===== src/rtl/core/pnmhp_pkg.sv =====
// Shared types and constants for the PNM header parser.
package pnmhp_pkg;

    // Default widths of the decoded dimensions and of the byte offset.
    localparam int DIMENSION_BITS_DEF = 16;
    localparam int OFFSET_BITS_DEF    = 32;

    // Character codes used by the header syntax.
    localparam logic [7:0] CH_P     = 8'h50;
    localparam logic [7:0] CH_HASH  = 8'h23;
    localparam logic [7:0] CH_LF    = 8'h0A;
    localparam logic [7:0] CH_CR    = 8'h0D;
    localparam logic [7:0] CH_SPACE = 8'h20;
    localparam logic [7:0] CH_TAB   = 8'h09;
    localparam logic [7:0] CH_ZERO  = 8'h30;
    localparam logic [7:0] CH_NINE  = 8'h39;
    localparam logic [7:0] CH_ONE   = 8'h31;
    localparam logic [7:0] CH_SIX   = 8'h36;

    // Maxval limits and the thresholds that set the sample width.
    localparam logic [30:0] MAXVAL_LIMIT = 31'h7FFF_FFFF;
    localparam logic [30:0] BITS8_MAX    = 31'h0000_00FF;
    localparam logic [30:0] BITS16_MAX   = 31'h0000_FFFF;
    localparam logic [30:0] BITS24_MAX   = 31'h00FF_FFFF;

    // Type digit codes; the bad-signature mark shares the type register.
    localparam logic [2:0] TYPE_NONE      = 3'd0;
    localparam logic [2:0] TYPE_PBM_ASCII = 3'd1;
    localparam logic [2:0] TYPE_PPM_ASCII = 3'd3;
    localparam logic [2:0] TYPE_PBM_RAW   = 3'd4;
    localparam logic [2:0] TYPE_PPM_RAW   = 3'd6;
    localparam logic [2:0] TYPE_BAD_P     = 3'd7;

    localparam logic [1:0] COMPS_GREY   = 2'd1;
    localparam logic [1:0] COMPS_COLOUR = 2'd3;

    localparam logic [5:0] SBITS_1  = 6'd1;
    localparam logic [5:0] SBITS_8  = 6'd8;
    localparam logic [5:0] SBITS_16 = 6'd16;
    localparam logic [5:0] SBITS_24 = 6'd24;
    localparam logic [5:0] SBITS_32 = 6'd32;

    typedef enum logic [2:0] {
        ST_OK            = 3'd0,
        ST_BAD_SIGNATURE = 3'd1,
        ST_BAD_TYPE      = 3'd2,
        ST_MAXVAL_ZERO   = 3'd3,
        ST_MAXVAL_BIG    = 3'd4,
        ST_TRUNCATED     = 3'd5,
        ST_DIM_OVERFLOW  = 3'd6
    } status_t;

    typedef enum logic [3:0] {
        PH_SIG_P     = 4'd0,
        PH_SIG_DIGIT = 4'd1,
        PH_SIG_EOL   = 4'd2,
        PH_SKIP_W    = 4'd3,
        PH_NUM_W     = 4'd4,
        PH_SKIP_H    = 4'd5,
        PH_NUM_H     = 4'd6,
        PH_SKIP_M    = 4'd7,
        PH_NUM_M     = 4'd8,
        PH_WAIT      = 4'd9
    } phase_t;

    typedef struct packed {
        logic [7:0] data_byte;
        logic       end_of_file;
    } byte_beat_t;

    typedef struct packed {
        status_t     status;
        logic [2:0]  image_type;
        logic [1:0]  component_count;
        logic [5:0]  sample_bits;
        logic [15:0] image_width;
        logic [15:0] image_height;
        logic [30:0] max_sample;
        logic [31:0] data_offset;
    } header_beat_t;

endpackage


===== src/rtl/core/pnmhp_parser.sv =====
// Per-byte header parsing state and the result decode for one byte.
module pnmhp_parser #(
    parameter int DIMENSION_BITS = pnmhp_pkg::DIMENSION_BITS_DEF,
    parameter int OFFSET_BITS    = pnmhp_pkg::OFFSET_BITS_DEF
) (
    input  logic                    clk,
    input  logic                    rst_n,
    input  logic                    step,
    input  pnmhp_pkg::byte_beat_t   beat,
    output logic                    hit,
    output pnmhp_pkg::header_beat_t result
);

    localparam logic [30:0] DIM_MAX = 31'((64'd1 << DIMENSION_BITS) - 64'd1);
    localparam logic [OFFSET_BITS-1:0] OFF_MAX = '1;

    pnmhp_pkg::phase_t           phase_reg, phase_next;
    logic [OFFSET_BITS-1:0]      pos_reg, pos_next;
    logic [2:0]                  type_reg, type_next;
    logic                        cmt_reg, cmt_next;
    logic [DIMENSION_BITS-1:0]   wid_reg, wid_next;
    logic [DIMENSION_BITS-1:0]   hgt_reg, hgt_next;
    logic [30:0]                 acc_reg, acc_next;
    logic                        ovf_reg, ovf_next;

    // Decoded effect of the current byte, before emission and end of file.
    pnmhp_pkg::phase_t           ph_adv;
    logic [2:0]                  type_adv;
    logic                        cmt_adv;
    logic [DIMENSION_BITS-1:0]   wid_adv;
    logic [DIMENSION_BITS-1:0]   hgt_adv;
    logic [30:0]                 acc_adv;
    logic                        ovf_adv;

    logic                        hit_raw;
    pnmhp_pkg::status_t          st_raw;
    logic [2:0]                  rtype;
    logic [1:0]                  rcomps;
    logic [5:0]                  rbits;
    logic [DIMENSION_BITS-1:0]   rw;
    logic [DIMENSION_BITS-1:0]   rh;
    logic [30:0]                 rmax;
    logic                        roff;

    logic [7:0]                  b;
    logic                        is_eol, is_ws, is_hash, is_dig, is_other;
    logic                        in_w, in_h, in_m, bitmap, colour;
    logic [30:0]                 limit;
    logic [30:0]                 acc_src;
    logic                        ovf_src;
    logic [34:0]                 mac;
    logic                        mac_ovf;
    logic [30:0]                 mac_val;
    logic                        fin;
    logic [30:0]                 fv;
    logic                        fo;
    logic [OFFSET_BITS:0]        off_sum;
    logic [OFFSET_BITS-1:0]      off;
    logic [31:0]                 rw32, rh32;

    function automatic logic [5:0] sample_width(input logic [30:0] mv);
        logic [5:0] r;
        if (mv <= pnmhp_pkg::BITS8_MAX) r = pnmhp_pkg::SBITS_8;
        else if (mv <= pnmhp_pkg::BITS16_MAX) r = pnmhp_pkg::SBITS_16;
        else if (mv <= pnmhp_pkg::BITS24_MAX) r = pnmhp_pkg::SBITS_24;
        else r = pnmhp_pkg::SBITS_32;
        return r;
    endfunction

    // Byte classes, number selection and the multiply-by-ten accumulate.
    always_comb
    begin
        b        = beat.data_byte;
        is_eol   = (b == pnmhp_pkg::CH_LF) || (b == pnmhp_pkg::CH_CR);
        is_ws    = is_eol || (b == pnmhp_pkg::CH_SPACE) || (b == pnmhp_pkg::CH_TAB);
        is_hash  = (b == pnmhp_pkg::CH_HASH);
        is_dig   = b inside {[pnmhp_pkg::CH_ZERO:pnmhp_pkg::CH_NINE]};
        is_other = !is_ws && !is_hash && !is_dig;

        in_w = phase_reg inside {pnmhp_pkg::PH_SKIP_W, pnmhp_pkg::PH_NUM_W};
        in_h = phase_reg inside {pnmhp_pkg::PH_SKIP_H, pnmhp_pkg::PH_NUM_H};
        in_m = phase_reg inside {pnmhp_pkg::PH_SKIP_M, pnmhp_pkg::PH_NUM_M};
        bitmap = type_reg inside {pnmhp_pkg::TYPE_PBM_ASCII, pnmhp_pkg::TYPE_PBM_RAW};
        colour = type_reg inside {pnmhp_pkg::TYPE_PPM_ASCII, pnmhp_pkg::TYPE_PPM_RAW};

        limit = in_m ? pnmhp_pkg::MAXVAL_LIMIT : DIM_MAX;

        // A digit seen while skipping starts a fresh number.
        if (phase_reg inside {pnmhp_pkg::PH_NUM_W, pnmhp_pkg::PH_NUM_H, pnmhp_pkg::PH_NUM_M})
        begin
            acc_src = acc_reg;
            ovf_src = ovf_reg;
        end
        else
        begin
            acc_src = '0;
            ovf_src = 1'b0;
        end

        // The low nibble of an ASCII digit is its value.
        mac     = 35'({acc_src, 3'b000}) + 35'({acc_src, 1'b0}) + 35'(b[3:0]);
        mac_ovf = ovf_src || (mac > 35'(limit));
        mac_val = mac_ovf ? limit : mac[30:0];

        off_sum = {1'b0, pos_reg} + (OFFSET_BITS + 1)'(is_ws);
        off     = off_sum[OFFSET_BITS] ? OFF_MAX : off_sum[OFFSET_BITS-1:0];
    end

    // What the byte does to the parse, including a number that ends on it and
    // every number after it that a stray character ends with the value zero.
    always_comb
    begin
        ph_adv   = phase_reg;
        type_adv = type_reg;
        cmt_adv  = cmt_reg;
        wid_adv  = wid_reg;
        hgt_adv  = hgt_reg;
        acc_adv  = acc_reg;
        ovf_adv  = ovf_reg;
        hit_raw  = 1'b0;
        st_raw   = pnmhp_pkg::ST_OK;
        rtype    = type_reg;
        rcomps   = '0;
        rbits    = '0;
        rw       = '0;
        rh       = '0;
        rmax     = '0;
        roff     = 1'b0;
        fin      = 1'b0;
        fv       = '0;
        fo       = 1'b0;

        case (phase_reg)
            pnmhp_pkg::PH_SIG_P:
            begin
                type_adv = (b == pnmhp_pkg::CH_P) ? pnmhp_pkg::TYPE_NONE : pnmhp_pkg::TYPE_BAD_P;
                ph_adv   = pnmhp_pkg::PH_SIG_DIGIT;
            end
            pnmhp_pkg::PH_SIG_DIGIT:
            begin
                if (type_reg != pnmhp_pkg::TYPE_BAD_P)
                begin
                    type_adv = (b inside {[pnmhp_pkg::CH_ONE:pnmhp_pkg::CH_SIX]}) ?
                               b[2:0] : pnmhp_pkg::TYPE_NONE;
                end
                ph_adv = pnmhp_pkg::PH_SIG_EOL;
            end
            pnmhp_pkg::PH_SIG_EOL:
            begin
                rtype = pnmhp_pkg::TYPE_NONE;
                if ((type_reg == pnmhp_pkg::TYPE_BAD_P) || !is_eol)
                begin
                    hit_raw = 1'b1;
                    st_raw  = pnmhp_pkg::ST_BAD_SIGNATURE;
                end
                else if (type_reg == pnmhp_pkg::TYPE_NONE)
                begin
                    hit_raw = 1'b1;
                    st_raw  = pnmhp_pkg::ST_BAD_TYPE;
                end
                else
                begin
                    ph_adv  = pnmhp_pkg::PH_SKIP_W;
                    cmt_adv = 1'b0;
                end
            end
            pnmhp_pkg::PH_SKIP_W, pnmhp_pkg::PH_SKIP_H, pnmhp_pkg::PH_SKIP_M:
            begin
                if (cmt_reg)
                begin
                    if (is_eol)
                        cmt_adv = 1'b0;
                end
                else if (is_hash)
                begin
                    cmt_adv = 1'b1;
                end
                else if (is_dig)
                begin
                    ph_adv  = in_w ? pnmhp_pkg::PH_NUM_W :
                              in_h ? pnmhp_pkg::PH_NUM_H : pnmhp_pkg::PH_NUM_M;
                    acc_adv = mac_val;
                    ovf_adv = mac_ovf;
                end
                else if (is_other)
                begin
                    fin = 1'b1;
                end
            end
            pnmhp_pkg::PH_NUM_W, pnmhp_pkg::PH_NUM_H, pnmhp_pkg::PH_NUM_M:
            begin
                if (is_dig)
                begin
                    acc_adv = mac_val;
                    ovf_adv = mac_ovf;
                end
                else
                begin
                    fin = 1'b1;
                    fv  = acc_reg;
                    fo  = ovf_reg;
                end
            end
            default:
            begin
            end
        endcase

        if (fin)
        begin
            if (in_m)
            begin
                hit_raw = 1'b1;
                rw      = wid_reg;
                rh      = hgt_reg;
                rmax    = fv;
                roff    = 1'b1;
                if (fo)
                    st_raw = pnmhp_pkg::ST_MAXVAL_BIG;
                else if (fv == '0)
                    st_raw = pnmhp_pkg::ST_MAXVAL_ZERO;
                else
                begin
                    st_raw = pnmhp_pkg::ST_OK;
                    rcomps = colour ? pnmhp_pkg::COMPS_COLOUR : pnmhp_pkg::COMPS_GREY;
                    rbits  = sample_width(fv);
                end
            end
            else if (fo)
            begin
                hit_raw = 1'b1;
                st_raw  = pnmhp_pkg::ST_DIM_OVERFLOW;
            end
            else
            begin
                if (in_w)
                begin
                    wid_adv = fv[DIMENSION_BITS-1:0];
                    hgt_adv = '0;
                    rw      = fv[DIMENSION_BITS-1:0];
                    rh      = '0;
                end
                else
                begin
                    hgt_adv = fv[DIMENSION_BITS-1:0];
                    rw      = wid_reg;
                    rh      = fv[DIMENSION_BITS-1:0];
                end
                // A stray character ends the height too; a bitmap is complete
                // once the height ends, otherwise the maxval ends at zero.
                if (bitmap && (in_h || is_other))
                begin
                    hit_raw = 1'b1;
                    st_raw  = pnmhp_pkg::ST_OK;
                    rcomps  = pnmhp_pkg::COMPS_GREY;
                    rbits   = pnmhp_pkg::SBITS_1;
                    rmax    = 31'd1;
                    roff    = 1'b1;
                end
                else if (is_other)
                begin
                    hit_raw = 1'b1;
                    st_raw  = pnmhp_pkg::ST_MAXVAL_ZERO;
                    roff    = 1'b1;
                end
                else
                begin
                    ph_adv  = in_w ? pnmhp_pkg::PH_SKIP_H : pnmhp_pkg::PH_SKIP_M;
                    cmt_adv = is_hash;
                end
            end
        end
    end

    // Next state: a result parks the parse until end of file, which clears it.
    always_comb
    begin
        if (beat.end_of_file)
        begin
            phase_next = pnmhp_pkg::PH_SIG_P;
            pos_next   = '0;
            type_next  = pnmhp_pkg::TYPE_NONE;
            cmt_next   = 1'b0;
            wid_next   = '0;
            hgt_next   = '0;
            acc_next   = '0;
            ovf_next   = 1'b0;
        end
        else
        begin
            phase_next = hit_raw ? pnmhp_pkg::PH_WAIT : ph_adv;
            pos_next   = (pos_reg == OFF_MAX) ? pos_reg : pos_reg + 1'b1;
            type_next  = type_adv;
            cmt_next   = cmt_adv;
            wid_next   = wid_adv;
            hgt_next   = hgt_adv;
            acc_next   = acc_adv;
            ovf_next   = ovf_adv;
        end
    end

    // Result: a decoded header or, at an early end of file, a truncation.
    always_comb
    begin
        rw32 = 32'(rw);
        rh32 = 32'(rh);
        hit  = hit_raw || (beat.end_of_file && (ph_adv != pnmhp_pkg::PH_WAIT));
        if (hit_raw)
        begin
            result.status          = st_raw;
            result.image_type      = rtype;
            result.component_count = rcomps;
            result.sample_bits     = rbits;
            result.image_width     = rw32[15:0];
            result.image_height    = rh32[15:0];
            result.max_sample      = rmax;
            result.data_offset     = roff ? 32'(off) : '0;
        end
        else
        begin
            result.status          = pnmhp_pkg::ST_TRUNCATED;
            result.image_type      = (ph_adv inside {[pnmhp_pkg::PH_SKIP_W:pnmhp_pkg::PH_NUM_M]}) ?
                                     type_adv : pnmhp_pkg::TYPE_NONE;
            result.component_count = '0;
            result.sample_bits     = '0;
            result.image_width     = '0;
            result.image_height    = '0;
            result.max_sample      = '0;
            result.data_offset     = '0;
        end
    end

    always_ff @(posedge clk or negedge rst_n)
    begin
        if (!rst_n)
        begin
            phase_reg <= pnmhp_pkg::PH_SIG_P;
            pos_reg   <= '0;
            type_reg  <= pnmhp_pkg::TYPE_NONE;
            cmt_reg   <= 1'b0;
            wid_reg   <= '0;
            hgt_reg   <= '0;
            acc_reg   <= '0;
            ovf_reg   <= 1'b0;
        end
        else if (step)
        begin
            phase_reg <= phase_next;
            pos_reg   <= pos_next;
            type_reg  <= type_next;
            cmt_reg   <= cmt_next;
            wid_reg   <= wid_next;
            hgt_reg   <= hgt_next;
            acc_reg   <= acc_next;
            ovf_reg   <= ovf_next;
        end
    end

endmodule


===== src/rtl/core/pnm_header_parser_top.sv =====
// Top level of the PNM header parser: input stage, parser and result register.
// A byte accepted into the input register is parsed from there, and its result, if any,
// is written to the result register when the result slot is free.
// Throughput: one byte per cycle, unless a byte that produces a result waits for a full result register.
// Reset (rst_n, asynchronous, active low) empties both stages and restarts the
// parse at the first signature byte of a new file with the byte count at zero.
module pnm_header_parser_top #(
    parameter int DIMENSION_BITS = pnmhp_pkg::DIMENSION_BITS_DEF,
    parameter int OFFSET_BITS    = pnmhp_pkg::OFFSET_BITS_DEF
) (
    input  logic                    clk,
    input  logic                    rst_n,
    // Byte stream of the file.
    input  logic                    byte_valid,
    output logic                    byte_ready,
    input  pnmhp_pkg::byte_beat_t   byte_data,
    // Decoded header, at most one beat per file.
    output logic                    hdr_valid,
    input  logic                    hdr_ready,
    output pnmhp_pkg::header_beat_t hdr_data
);

    // Input stage: holds one byte beat in front of the parser.
    logic                    in_valid_reg, in_valid_next;
    pnmhp_pkg::byte_beat_t   in_data_reg;

    // Result stage: holds one header beat until the consumer takes it.
    logic                    out_valid_reg, out_valid_next;
    pnmhp_pkg::header_beat_t out_data_reg;

    logic                    parse_hit;
    pnmhp_pkg::header_beat_t parse_result;
    logic                    parse_go;
    logic                    in_take;

    // The parser consumes the held byte unless that byte produces a result
    // while the result register still holds one that has not been taken.
    // Bytes that produce nothing flow on even while the output is stalled.
    assign parse_go   = in_valid_reg &&
                        (!parse_hit || !out_valid_reg || hdr_ready);
    assign byte_ready = !in_valid_reg || parse_go;
    assign in_take    = byte_valid && byte_ready;

    assign hdr_valid  = out_valid_reg;
    assign hdr_data   = out_data_reg;

    pnmhp_parser #(
        .DIMENSION_BITS (DIMENSION_BITS),
        .OFFSET_BITS    (OFFSET_BITS)
    ) u_parser (
        .clk    (clk),
        .rst_n  (rst_n),
        .step   (parse_go),
        .beat   (in_data_reg),
        .hit    (parse_hit),
        .result (parse_result)
    );

    always_comb
    begin
        if (in_take)
            in_valid_next = 1'b1;
        else if (parse_go)
            in_valid_next = 1'b0;
        else
            in_valid_next = in_valid_reg;

        if (parse_go && parse_hit)
            out_valid_next = 1'b1;
        else if (hdr_ready)
            out_valid_next = 1'b0;
        else
            out_valid_next = out_valid_reg;
    end

    always_ff @(posedge clk or negedge rst_n)
    begin
        if (!rst_n)
        begin
            in_valid_reg  <= 1'b0;
            out_valid_reg <= 1'b0;
        end
        else
        begin
            in_valid_reg  <= in_valid_next;
            out_valid_reg <= out_valid_next;
        end
    end

    // Payload registers carry no reset; the valid flags qualify them.
    always_ff @(posedge clk)
    begin
        if (in_take)
            in_data_reg <= byte_data;
        if (parse_go && parse_hit)
            out_data_reg <= parse_result;
    end

`ifndef SYNTHESIS
    // A new result never overwrites one that the consumer has not yet taken.
    a_no_overwrite: assert property (@(posedge clk) disable iff (!rst_n)
        (parse_go && parse_hit) |-> (!out_valid_reg || hdr_ready))
        else $error("header result overwritten before it was taken");

    // Back pressure on the byte side only comes from a full input stage.
    a_ready_only_when_full: assert property (@(posedge clk) disable iff (!rst_n)
        !byte_ready |-> in_valid_reg)
        else $error("byte stream stalled with an empty input stage");

    // A successful header always reports its component count and sample width.
    a_ok_fields: assert property (@(posedge clk) disable iff (!rst_n)
        (parse_go && parse_hit && (parse_result.status == pnmhp_pkg::ST_OK)) |=>
        ((out_data_reg.component_count != 2'd0) && (out_data_reg.sample_bits != 6'd0)))
        else $error("good header without component count or sample width");
`endif

endmodule

===== config.mk =====
export PLATFORM = sky130hd
export DESIGN_NAME = pnm_header_parser_top
export DESIGN_NICKNAME = d
export VERILOG_FILES = /design/src/rtl/core/pnmhp_pkg.sv /design/src/rtl/core/pnmhp_parser.sv /design/src/rtl/core/pnm_header_parser_top.sv
export SDC_FILE = /design/constraint.sdc
export NUM_CORES = 1
export LEC_CHECK = 0
export BUFFER_PORTS_ARGS = -buffer_cell sky130_fd_sc_hd__buf_2
export CORE_ASPECT_RATIO = 0.9
export CORE_MARGIN = 10
export CORE_UTILIZATION = 54
export DETAILED_ROUTE_END_ITERATION = 10
export PLACE_DENSITY = 0.81
export SLEW_MARGIN = 40
export SYNTH_ARGS = -nofsm -noshare
export SYNTH_HDL_FRONTEND = slang
export SYNTH_HIERARCHICAL = 1
export SYNTH_SLANG_ARGS = --single-unit

===== constraint.sdc =====
create_clock -name clk -period 7.45 [get_ports clk]
set_clock_uncertainty 0.2 [all_clocks]
set_input_delay 1.49 -clock clk [delete_from_list [all_inputs] [get_ports clk]]
set_output_delay 1.49 -clock clk [all_outputs]
set_load 0.01 [all_outputs]

======== Word-level counts from Yosys, hierarchy flattened ========
Index checks and enable logic that the tools add are counted.
word-level totals
  register bits after elaboration ......... 224
  input port bits ......................... 13
  output and inout port bits .............. 111
  logic and storage cells ................. 234
operators by class
  add/subtract/negate cells ............... 4
  order comparisons ....................... 10
  equality and inequality tests ........... 27
  muxes and demuxes ....................... 126
  reductions and logical operators ........ 47
operators by type and width
  cell                     number
  $mux W31                 12
  $mux W16                 16
  $mux W32                 4
  $mux W106                1
  $pmux W31 S2             1
  $mux W4                  14
  $mux W6                  8
  $mux W1                  42
  $mux W3                  14
  $add A34 B32 Y35         1
  $add A35 B4 Y35          1
  $gt A35 B31 Y1           1
  $add A32 B1 Y33          1
  $add A32 B1 Y32 const B  1
  $eq A32 B32 Y1 const B   1
  $le A31 B16 Y1 const B   1
  $le A31 B24 Y1 const B   1
  $le A31 B8 Y1 const B    1
  $logic_not A31 Y1        1
  $eq A8 B4 Y1 const B     3
  $mux W2                  9
  $eq A4 B3 Y1 const B     4
  $eq A8 B6 Y1 const B     2
  $ge A8 B6 Y1 const B     2
  26 further kinds         72

======== Depth between registers and ports, before layout ========
  depth in word-level cells ............... 23
  depth in mapped cells ................... 31
  depth with buffers taken out ............ 27

======== Hierarchy ========
Netlist, hierarchy kept.
by module, submodules not included
  module                 times used  cells each  area an instance (um^2)  seq. area each (um^2)
  pnmhp_parser           1           1092        9241.4                   2602.5
  pnm_header_parser_top  1           128         3664.8                   3593.4

======== Least setup slack after synthesis ========
OpenSTA, ideal clock, no wires.
  kind .................................... reg-to-reg
  start ................................... register in_data_reg[1] (netlist name)
  end ..................................... register out_data_reg (netlist bit hdr_data[0]) (enable)
  setup time .............................. 578 ps
  arrival ................................. 6812 ps
  data required time ...................... 6672 ps
  slack ................................... -139 ps
  stages on the path, launching flop included .. 12
  buffers on the path ..................... 1
  period minus slack after synthesis ...... 7589 ps
  cell sequence ........................... edfxtp_1 clkbuf_1 or3b_1 a21o_1 a21oi_1 nor3_1 o211a_1 a221o_1 a21oi_1 or2_2 nand2_1 nor2_1
between the ends
  word-level cells in the longest chain between the ends .. 21
  elaborated cells on any way between the ends .. 53
  classes of those cells .................. order compare (2); eq/ne (6); mux (25); reduce/logical (20)
ends and longest elaborated chain
  what                                                   RTL line                     source
  start: declaration                                     pnm_header_parser_top.sv:25  pnmhp_pkg::byte_beat_t in_data_reg;
  start signal: assignment                               pnm_header_parser_top.sv:94  in_data_reg <= byte_data;
  branches (longest 15 deep; another with $ge A8 B6 Y1)  --
  $logic_or A1 B1 Y1 *                                   pnmhp_parser.sv:307          hit = hit_raw || (beat.end_of_file && (ph_adv != pnmhp_pkg::PH_WAIT));
  net parse_hit                                          pnm_header_parser_top.sv:31  logic parse_hit;
  $logic_not A1 Y1                                       pnm_header_parser_top.sv:40  (!parse_hit || !out_valid_reg || hdr_ready);
  $logic_or A1 B1 Y1 (2 in series)                       pnm_header_parser_top.sv:40
  $logic_and A1 B1 Y1                                    pnm_header_parser_top.sv:39  assign parse_go = in_valid_reg &&
  $logic_and A1 B1 Y1 *                                  pnm_header_parser_top.sv:95  if (parse_go && parse_hit)
  end signal: assignment                                 pnm_header_parser_top.sv:96  out_data_reg <= parse_result;
  end: declaration                                       pnm_header_parser_top.sv:29  pnmhp_pkg::header_beat_t out_data_reg;
Mark *: on every way through the listed nets, which the timed path passes.
A chain may end at the register's enable or synchronous reset.

======== Worst setup path in the final report ========
  start ................................... register u_parser.phase_reg[2]
  end ..................................... register u_parser.acc_reg[10]
between the ends
  word-level cells in the longest chain between the ends .. 21
  elaborated cells on any way between the ends .. 63
  classes of those cells .................. add/sub (2); order compare (1); eq/ne (11); mux (31); reduce/logical (18)
ends and longest elaborated chain
  what                                                       RTL line             source
  start: declaration                                         pnmhp_parser.sv:17   pnmhp_pkg::phase_t phase_reg, phase_next;
  start signal: assignment                                   pnmhp_parser.sv:337  phase_reg <= pnmhp_pkg::PH_SIG_P;
  start signal: assignment                                   pnmhp_parser.sv:348  phase_reg <= phase_next;
  branches (longest 21 deep; another with $add A34 B32 Y35)  --
  end signal: assignment                                     pnmhp_parser.sv:354  acc_reg <= acc_next;
  end: declaration                                           pnmhp_parser.sv:23   logic [30:0] acc_reg, acc_next;
Parallel ways; which one is timed is not known. The select of a mux whose other input is x is not followed.

==> run metrics <==
FF-to-FF End=u_parser/acc_reg[10]; CP Capture Type=flip-flop; Crit path top cell by count=ha_1; placed cell areas=between 10000 and 15000 um^2; slowest CP cell=a2111oi_0; initial antenna violation count=0; area grow syn2layout=14.5%; Root Driver=clkbuf_16; Mapped Area=12900 um^2; Synth async-reset ratio=0.473; min cycle time layout=6.98 ns; Pwr Density=260 nW/um^2; Slew @ Worst Pin=0.760 ns; setup_tns=0 ns; total number of H-tree levels=1; Leakage=6.42 nW; # IOs=between 100 and 150; sequential fraction of the synthesis area=0.480; IO Port Bufs=around 120; drt total wl=between 30000 and 40000 um; crit path max fanout=14; largest net degree at the start of global routing=77; initial drt markers=1151; worst setup path start=u_parser/phase_reg[2]; grt total ovfl=0; Slew headroom=0.493; commonest non-fill, non-tap cell in the layout=buf_2; vias=10.5k; Placed Cells=between 1.5k and 2k; Rows=53; VDD IR-drop max=~0.17 mV; TritonRoute pass-1 iters=5; Max stage delay on crit path=between 0.4 and 0.5 ns; ys flop type=edfxtp_1; DRC viols=0; TritonCTS clock tree=built; r2r setup slk=0.47 ns; post-layout util=0.630; Crit Reg-Reg Startpoint=u_parser/phase_reg[2]; fraction of layout cells with a size suffix above 1=0.172; CTS buffer count=25; period utilization=0.937; DR WL/cell=between 20 and 25 um; f_max=143 MHz; post-route insts no fill=1666; Die X=183 um; status=complete, no violations; via/cell ratio=6.30; distinct cell type count after synthesis=81; Max Cap Viol=0; die area=between 30000 and 40000 um^2; chip height=167 um; Initial Utilization=0.550; global-route wire length before repair=roughly 55000 um; Worst Hold Class=flip-flop to flip-flop; number of global-route vias before repair=between 10k and 15k; Synth Warn #=6; Synth Instances=~1.2k; clk slew on worst S/H paths=0.06 ns; post-route ant nets=0; Core ar.=roughly 23000 um^2; Mean Syn Cell Area=about 11 um^2; commonest cells after routing, fill and taps aside=buf_2, edfxtp_1, dfrtp_1; count of final hold-check violations=0; Final Cell Area=14800 um^2; fin. max-slew vios=0; CTS Buffer Depth=3; critical path class=flip-flop to flip-flop; endpoints failing setup=0; WHS Path Cells=1; ANT cells=0; clock sinks=224; CP startpoint kind=flip-flop; CP Capture Point=u_parser/acc_reg[10]; NumNets Final=about 1.4k; clk_lat worst skew=0.54 ns; Seq cells post-synth=224; RePlAce Congestion=0.924; Worst EP required=7.66 ns; reg2reg path depth=28; Critical Path AT=around 7.2 ns; GRT Total Usage=0.218; max reg flops=109; RSZ-0062 raised after global routing=false; DP HPWL=24300 um; Post-synth EDFFs=between 100 and 150
cell usage after synthesis (all sizes together), types with 37 or more instances:
library cell | n | area, um^2
ha | 79 | 988
edfxtp | 118 | 3540
dfrtp | 106 | 2650
xor2 | 37 | 324
a21oi | 86 | 430
a32o | 64 | 641
xnor2 | 46 | 403
nor2 | 95 | 359
and2 | 70 | 443
nand2 | 86 | 323
o21ai | 48 | 240
clkbuf | 49 | 184
per-layer routing:
layer,global-route usage,up-vias,share of wire
met5,0,-,0
met4,0.0602,0,0.024
met3,0.0355,61,0.076
met2,0.357,438,0.48
met1,0.293,5118,0.42
li1,-,4875,-
power by group:
part	total, mW	switching [mW]	internal [mW]
clock	1.20	0.512	0.692
sequential	1.63	0.0843	1.55
combinational	1.01	0.698	0.312
cell families after synthesis:
group / count (synthesis) / share of synthesized area
and+or+nand+nor: 421 / 0.170
AOI/OAI and AO/OA: 322 / 0.183
DFF: 224 / 0.480
buffers and inverters: 86 / 0.0294
xor gates and xnor gates: 83 / 0.0563
adders and majority gates: 80 / 0.0781
muxes: 3 / 0.00242
other: 1 / 0.000291
area by class of cell:
cell class / count / area (um^2)
clock buffers: 30 / 644
fillers: 1923 / 8690
flip-flops and latches: 224 / 6200
repair buffers: 163 / 938
multi-input cells: 911 / 6400
inverters: 21 / 78.8
well taps: 302 / 378
clock inverters: 15 / 146
critical path, delay by kind of cell, from the launching register on:
family                   cells  cell delay [ns]
flip-flops                   1             0.44
AO/OA/AOI/OAI                6             1.62
buffers and inverters        2             0.41
adder cells (fa/ha/maj)      3             0.75
AND/OR/NAND/NOR             17             3.37
metrics by stage:
| step | hold slack (ns) | total power [mW] | setup slack (ns) |
|---|---|---|---|
| 3_5_place_dp | 0.281 | 2.64 | 0.278 |
| 4_1_cts | 0.298 | 3.85 | 0.200 |
| 5_1_grt | 0.307 | 4.03 | 0.00132 |
| 2_1_floorplan | 0.266 | 2.26 | 0.985 |
| 6_report | 0.296 | 3.84 | 0.468 |
| 3_3_place_gp | 0.274 | 2.60 | 0.523 |
what timing repair did:
action	CTS	global route
hold endpoints to repair	0	0
buffers inserted	0	1
endpoints found under the setup margin	0	32
resized for setup	0	3
hold buffers	0	0
how the worst min path moves through the flow:
| stage | endpoint | slack (ns) | from |
|---|---|---|---|
| 2_1_floorplan | u_parser/hgt_reg[0] | 0.27 | u_parser/hgt_reg[0] |
| 3_3_place_gp | u_parser/wid_reg[8] | 0.27 | u_parser/wid_reg[8] |
| 3_5_place_dp | u_parser/wid_reg[1] | 0.28 | u_parser/wid_reg[1] |
| 4_1_cts | u_parser/wid_reg[0] | 0.30 | u_parser/wid_reg[0] |
| 5_1_grt | u_parser/hgt_reg[1] | 0.31 | u_parser/hgt_reg[1] |
| 6_report | u_parser/wid_reg[8] | 0.30 | u_parser/wid_reg[8] |
No activity file was read; power rests on OpenSTA's default activity.
